==> src/sv/naca_pkg.sv <==
// Package for the NACA airfoil cell mask: fixed-point constants and shared types.
// No dependencies.
`default_nettype none
package naca_pkg;
  localparam int FRAC = 16;
  localparam logic [16:0] ONE_F   = 17'd65536;
  localparam logic [16:0] K_SQ    = 17'd19458;
  localparam logic [16:0] K_X1    = 17'd8258;
  localparam logic [16:0] K_X2    = 17'd23042;
  localparam logic [16:0] K_X3    = 17'd18632;
  localparam logic [16:0] K_X4    = 17'd6652;
  localparam logic [16:0] K_THK   = 17'd39322;
  localparam logic [16:0] K_FLR   = 17'd52429;
  localparam logic [16:0] K_P     = 17'd26214;
  localparam logic [16:0] K_E8    = 17'd52429;
  localparam logic [16:0] K_E2    = 17'd13107;
  localparam logic [16:0] K_FRONT = 17'd8192;
  localparam logic [16:0] K_REAR  = 17'd3641;

  localparam logic [2:0] REG_W  = 3'd0;
  localparam logic [2:0] REG_H  = 3'd1;
  localparam logic [2:0] REG_DX = 3'd2;
  localparam logic [2:0] REG_CH = 3'd3;
  localparam logic [2:0] REG_CR = 3'd4;
  localparam logic [2:0] REG_LX = 3'd5;
  localparam logic [2:0] REG_MY = 3'd6;

  typedef struct packed {
    logic [12:0] grid_width;
    logic [12:0] grid_height;
    logic [30:0] cell_size;
    logic [30:0] chord_len;
    logic [31:0] chord_recip;
    logic [30:0] lead_x;
    logic [30:0] mid_y;
  } cfg_t;
endpackage
`default_nettype wire

==> src/sv/naca_regs.sv <==
// APB register file for the airfoil mask configuration.
// Depends on naca_pkg.
`default_nettype none
module naca_regs (
  input  wire logic             clk,
  input  wire logic             rst,
  input  wire logic             psel,
  input  wire logic             penable,
  input  wire logic             pwrite,
  input  wire logic [4:0]       paddr,
  input  wire logic [31:0]      pwdata,
  output logic      [31:0]      prdata,
  output logic                  pready,
  output naca_pkg::cfg_t        cfg
);
  logic wr;
  logic [2:0] idx;
  assign pready = 1'b1;
  assign wr  = psel && penable && pwrite;
  assign idx = paddr[4:2];

  always_ff @(posedge clk) begin
    if (rst) begin
      cfg.grid_width  <= 13'd256;
      cfg.grid_height <= 13'd256;
      cfg.cell_size   <= 31'd65536;
      cfg.chord_len   <= 31'd6710886;
      cfg.chord_recip <= 32'd41943040;
      cfg.lead_x      <= 31'd3355443;
      cfg.mid_y       <= 31'd8388608;
    end else if (wr) begin
      case (idx)
        naca_pkg::REG_W:  cfg.grid_width  <= pwdata[12:0];
        naca_pkg::REG_H:  cfg.grid_height <= pwdata[12:0];
        naca_pkg::REG_DX: cfg.cell_size   <= pwdata[30:0];
        naca_pkg::REG_CH: cfg.chord_len   <= pwdata[30:0];
        naca_pkg::REG_CR: cfg.chord_recip <= pwdata;
        naca_pkg::REG_LX: cfg.lead_x      <= pwdata[30:0];
        naca_pkg::REG_MY: cfg.mid_y       <= pwdata[30:0];
        default: ;
      endcase
    end
  end

  always_comb begin
    prdata = 32'd0;
    case (idx)
      naca_pkg::REG_W:  prdata = {19'd0, cfg.grid_width};
      naca_pkg::REG_H:  prdata = {19'd0, cfg.grid_height};
      naca_pkg::REG_DX: prdata = {1'b0, cfg.cell_size};
      naca_pkg::REG_CH: prdata = {1'b0, cfg.chord_len};
      naca_pkg::REG_CR: prdata = cfg.chord_recip;
      naca_pkg::REG_LX: prdata = {1'b0, cfg.lead_x};
      naca_pkg::REG_MY: prdata = {1'b0, cfg.mid_y};
      default: prdata = 32'd0;
    endcase
  end
endmodule
`default_nettype wire

==> config.mk <==
export PLATFORM = sky130hd
export DESIGN_NAME = naca_regs
export DESIGN_NICKNAME = d
export VERILOG_FILES = /design/src/sv/naca_pkg.sv /design/src/sv/naca_regs.sv
export SDC_FILE = /design/constraint.sdc
export NUM_CORES = 1
export LEC_CHECK = 0
export BUFFER_PORTS_ARGS = -buffer_cell sky130_fd_sc_hd__buf_2
export CORE_MARGIN = 2
export CORE_UTILIZATION = 47
export DETAILED_ROUTE_END_ITERATION = 10
export GPL_ROUTABILITY_DRIVEN = 0
export HOLD_SLACK_MARGIN = 0.12
export PLACE_DENSITY = 0.77
export SYNTH_ARGS = -nofsm -noshare
export SYNTH_HDL_FRONTEND = slang
export SYNTH_SLANG_ARGS = --single-unit
export TNS_END_PERCENT = 100
==> constraint.sdc <==
create_clock -name clk -period 1.4 [get_ports clk]
set_clock_uncertainty 0.05 [all_clocks]
set_input_delay 0.21 -clock clk [delete_from_list [all_inputs] [get_ports clk]]
set_output_delay 0.21 -clock clk [all_outputs]
set_load 0.02 [all_outputs]
* After elaboration in Yosys (flattened, before gate mapping) *
Cells that the tools add are included.

storage, ports and cells
  register bits after elaboration = 182
  input bits = 42
  word-level logic and storage cells = 24

operators by class
  equal/unequal tests = 6
  multiplexer cells = 1
  reduce and logical (&&, ||, !) cells = 10

operators by type and width
  kind                                                                    count
  32-bit one-hot mux with 7 select lines                                  1
  2-bit AND reduction                                                     7
  3-bit equality test (second input constant)                             3
  3-bit by 2-bit equality test with 1-bit output (second input constant)  2
  3-bit by 1-bit equality test with 1-bit output (second input constant)  1
  3-bit logical NOT                                                       1
  1-bit logical AND                                                       2

* Depth between registers and ports, before layout *
  depth after elaboration = 3
  mapped depth = 7

* Least setup slack after synthesis *
OpenSTA, ideal clock, no wires.

  kind = input-to-output
  start = input paddr[3]
  end = output prdata[9]
  arrival time = 1.576 ns
  required time = 1.140 ns
  path slack = -0.436 ns
  cell stages on the path = 6
  path through = buf_2 > nand2b_1 > buf_4 > buf_2 > o221a_2 > a221oi_1

on the way
  cells in the longest elaborated chain, start to end = 2
  elaborated cells on any way between the ends = 8
  those cells by class = eq/ne: 6; mux: 1; reduce/logical: 1

ends and longest elaborated chain
  what                                         RTL line         source
  from (decl)                                  naca_regs.sv:10  input wire logic [4:0] paddr,
  3-bit equality test (tied with other cells)  naca_regs.sv:47  case (idx)
  32-bit one-hot mux with 7 select lines (*)   naca_regs.sv:47
  to (decl)                                    naca_regs.sv:12  output logic [31:0] prdata,

Mark *: on every way between the ends. The rest lies on a longest branch, timed or not.

* Final worst setup path *
  start = register cfg[164] (netlist name)
  end = output prdata[8]

on the way
  cells in the longest elaborated chain, start to end = 1

ends and longest elaborated chain
  what                                    RTL line         source
  from (decl)                             naca_regs.sv:14  output naca_pkg::cfg_t cfg
  32-bit one-hot mux with 7 select lines  naca_regs.sv:47

No other way between the ends.

==> impl_metrics.ini <==
[sta]
post-route-period-util = 1.253
rsz0062_at_grt = yes
setup_violations = 32
fmax_mhz = 569.9
hold_violations = 0
maxSlewViolCount = 0
hold_ws_ps = 286.7
maxSlewHeadroom = 0.5079
post-route-min-period_ps = 1755
setup-tns-final_ps = -9493
finalWorstSetupSlack_ps = -354.8
worst_pin_slew_ps = 736.4

[hold_path]
hp-class = input pin to flip-flop

[clock_tree]
cts_tree = built
cts-buffers-inserted = 17
clk_pin_slew_ps = 70
cts-root-buf = clkbuf_16
cts-htree-levels = 4
cts.sinks = 182
ctsLongestPathBuffers = 2
clk_latency_ps = 450

[synthesis]
synth-main-ff-cell = dfxtp_1
syn_area_mm2 = 0.008588
synth.largest_area_cell = dfxtp_1
async_flop_share = 0
synth_fp_nets = 1003
synth_edf_count = 0
ys_seq_elements = 182
synth_top_area_share = 0.4242
syn_area_per_cell_um2 = 8.937
yosys_warnings = 0
yosysSeqAreaShare = 0.4242
synth_cells = 961
ys_types = 36
synth_area_leaders = dfxtp_1, mux2i_1, nand2b_1, a21oi_1, nand3_1

[cells_and_area]
fin_nets = 1399
largest_register_ffs = 182
nFillCells = 1230
multi_input_area_mm2 = 0.004821
fin_util = 0.7363
layout-drive-gt1-share = 0.4504
area_growth_pct = 54.01
insertedDiodeCount = 0
regArea_mm2 = 0.003755
top_register = cfg
top_regs = cfg: 182 flops

[drt]
drt_iter0_drc = 859
routed_wl_um = 34620
vias = 9594
routedWlPerCell_um = 21.65
ant_nets = 0
drc = 0
drt_pre_antenna_iters = 8
viasPerCell = 6.000

[die]
start_util = 0.4781
die_area_mm2 = 0.01937
core_area_mm2 = 0.01796
rows = 49
ios = 257
die_w_um = 139.2
die_h_um = 139.2

[setup_path]
worst_setup_path_end_kind = output port
cp_top_family = compound AO/OA/AOI/OAI gates
crit_start = cfg[164]
cp-start-kind = flip-flop
cp_max_fo = 2
crit_arrival_ps = 1490
crit_type = flip-flop to output port
cp.required_ps = 1140
rrSetupSlack_ps = 420
endpoint = prdata[8]
worst_path_max_delay_cell = dfxtp_2
crit_chain = mux2i_1, o221a_1, a221oi_4, buf_6
max_stage_delay_ps = 330
cp.depth = 4
regToRegEndpoint = cfg[38]
cp_num_buf_inv = 1
reg2regPathDepth = 3
rr_startpoint = cfg[38]

[global_routing]
grt-ovfl-total = 0
grt_pass1_vias = 9506
grt_start_max_net_pins = 74
antenna_found_initial = 0
grt_usage = 0.3385
grt_pass1_wl_um = 51960

[outcome]
violations = setup timing
status = complete, but fails checks

[place]
dp_hpwl_um = 21660
portBuffers = 253
dp_slack_ps = -531.5

[job]
max_cap_violations = 0

[power_and_ir_drop]
leakagePower_nw = 6.055
p_per_area_mw_per_mm2 = 888.9
peakVddDrop_uv = 898.5
-- cell families after synthesis --
| family | share of synthesized area |
|---|---|
| multiplexers | 0.1621 |
| other | 0.0004366 |
| AO/OA/AOI/OAI | 0.1860 |
| flip-flops | 0.4242 |
| buffers and inverters | 0.06002 |
| AND/OR/NAND/NOR | 0.1671 |
-- how the worst min path moves through the flow --
stage	cells after the start	start	to	slack (ps)
after floorplan	1	pwdata[0]	cfg[31]	280
after global placement	2	cfg[10]	cfg[10]	420
final	5	paddr[4]	cfg[41]	290
after CTS	5	paddr[4]	cfg[71]	310
after detailed placement	3	pwdata[31]	cfg[93]	430
after global routing	5	paddr[4]	cfg[41]	320
-- area by class of cell --
| cell class | count | area share |
|---|---|---|
| multi-input cells | 668 | 0.3645 |
| flip-flops and latches | 182 | 0.2839 |
| repair buffers | 475 | 0.2822 |
| clock buffers | 17 | 0.03216 |
| well taps | 229 | 0.02166 |
| clock inverters | 15 | 0.01192 |
| inverters | 13 | 0.003689 |
-- timing repair --
action	in CTS	in global routing
pin swaps	19	7
endpoints found under the setup margin	32	45
resized for setup	173	43
setup buffers	48	16
hold buffers	33	0
gates cloned	2	1
hold endpoints to repair	162	0
-- cell usage in the layout, fill, tap and decap left out, types with 18 or more instances in the layout --
master           n
nor2_1          64
o21ai_1         31
a21oi_1         95
dfxtp_1         93
o21ai_0         61
dlygate4sd3_1   33
clkbuf_16       18
buf_6           51
buf_4          151
buf_12          26
dfxtp_2         89
buf_2          209
mux2i_1        136
nand2b_1        81
nand3_1         92
-- cells in the mapped netlist, types with 5 or more instances --
cell	count
or3_1	6
o221a_1	8
clkbuf_1	50
dfxtp_1	182
o21ai_0	61
a22o_1	17
a221oi_1	13
nand3_1	93
o221a_2	5
o31ai_1	6
inv_1	13
a221o_1	17
buf_2	22
nor2_1	65
nand2b_1	87
a21oi_1	96
buf_1	8
mux2i_1	138
nor2b_1	5
o21ai_1	31
buf_4	17
-- metal layers --
| metal | GRT usage | part of all wire | up-vias |
|---|---|---|---|
| met3 | 0.05456 | 0.078 | 135 |
| met2 | 0.5546 | 0.48 | 587 |
| met1 | 0.4314 | 0.40 | 4627 |
| met5 | 0 | 0 | - |
| li1 | - | - | 4245 |
| met4 | 0.1770 | 0.047 | 0 |
-- worst reg2reg max path, delay by kind of cell, from the launching register on --
family | cells | cell delay [ps]
flops | 1 | 350
compound gates | 1 | 300
buf+inv | 2 | 170
-- power by group --
| group | switching (W) | total [W] | internal (W) | leakage (nW) |
|---|---|---|---|---|
| Clock | 0.00240 | 0.00480 | 0.00239 | 0.284 |
| Sequential | 0.0000306 | 0.00524 | 0.00521 | 1.49 |
| Combinational | 0.000941 | 0.00172 | 0.000775 | 4.28 |
| Total | 0.00338 | 0.0118 | 0.00838 | 6.05 |
-- stage by stage --
step	std cells	area, um^2	power (W)
after detailed placement	1472	11250	0.006761
final	1599	13230	0.01176
after global routing	1599	13230	0.01205
after CTS	1587	12990	0.01166
after floorplan	961	8931	0.006180
after global placement	1472	11250	0.006746
Power figures use the tool's default switching activity.
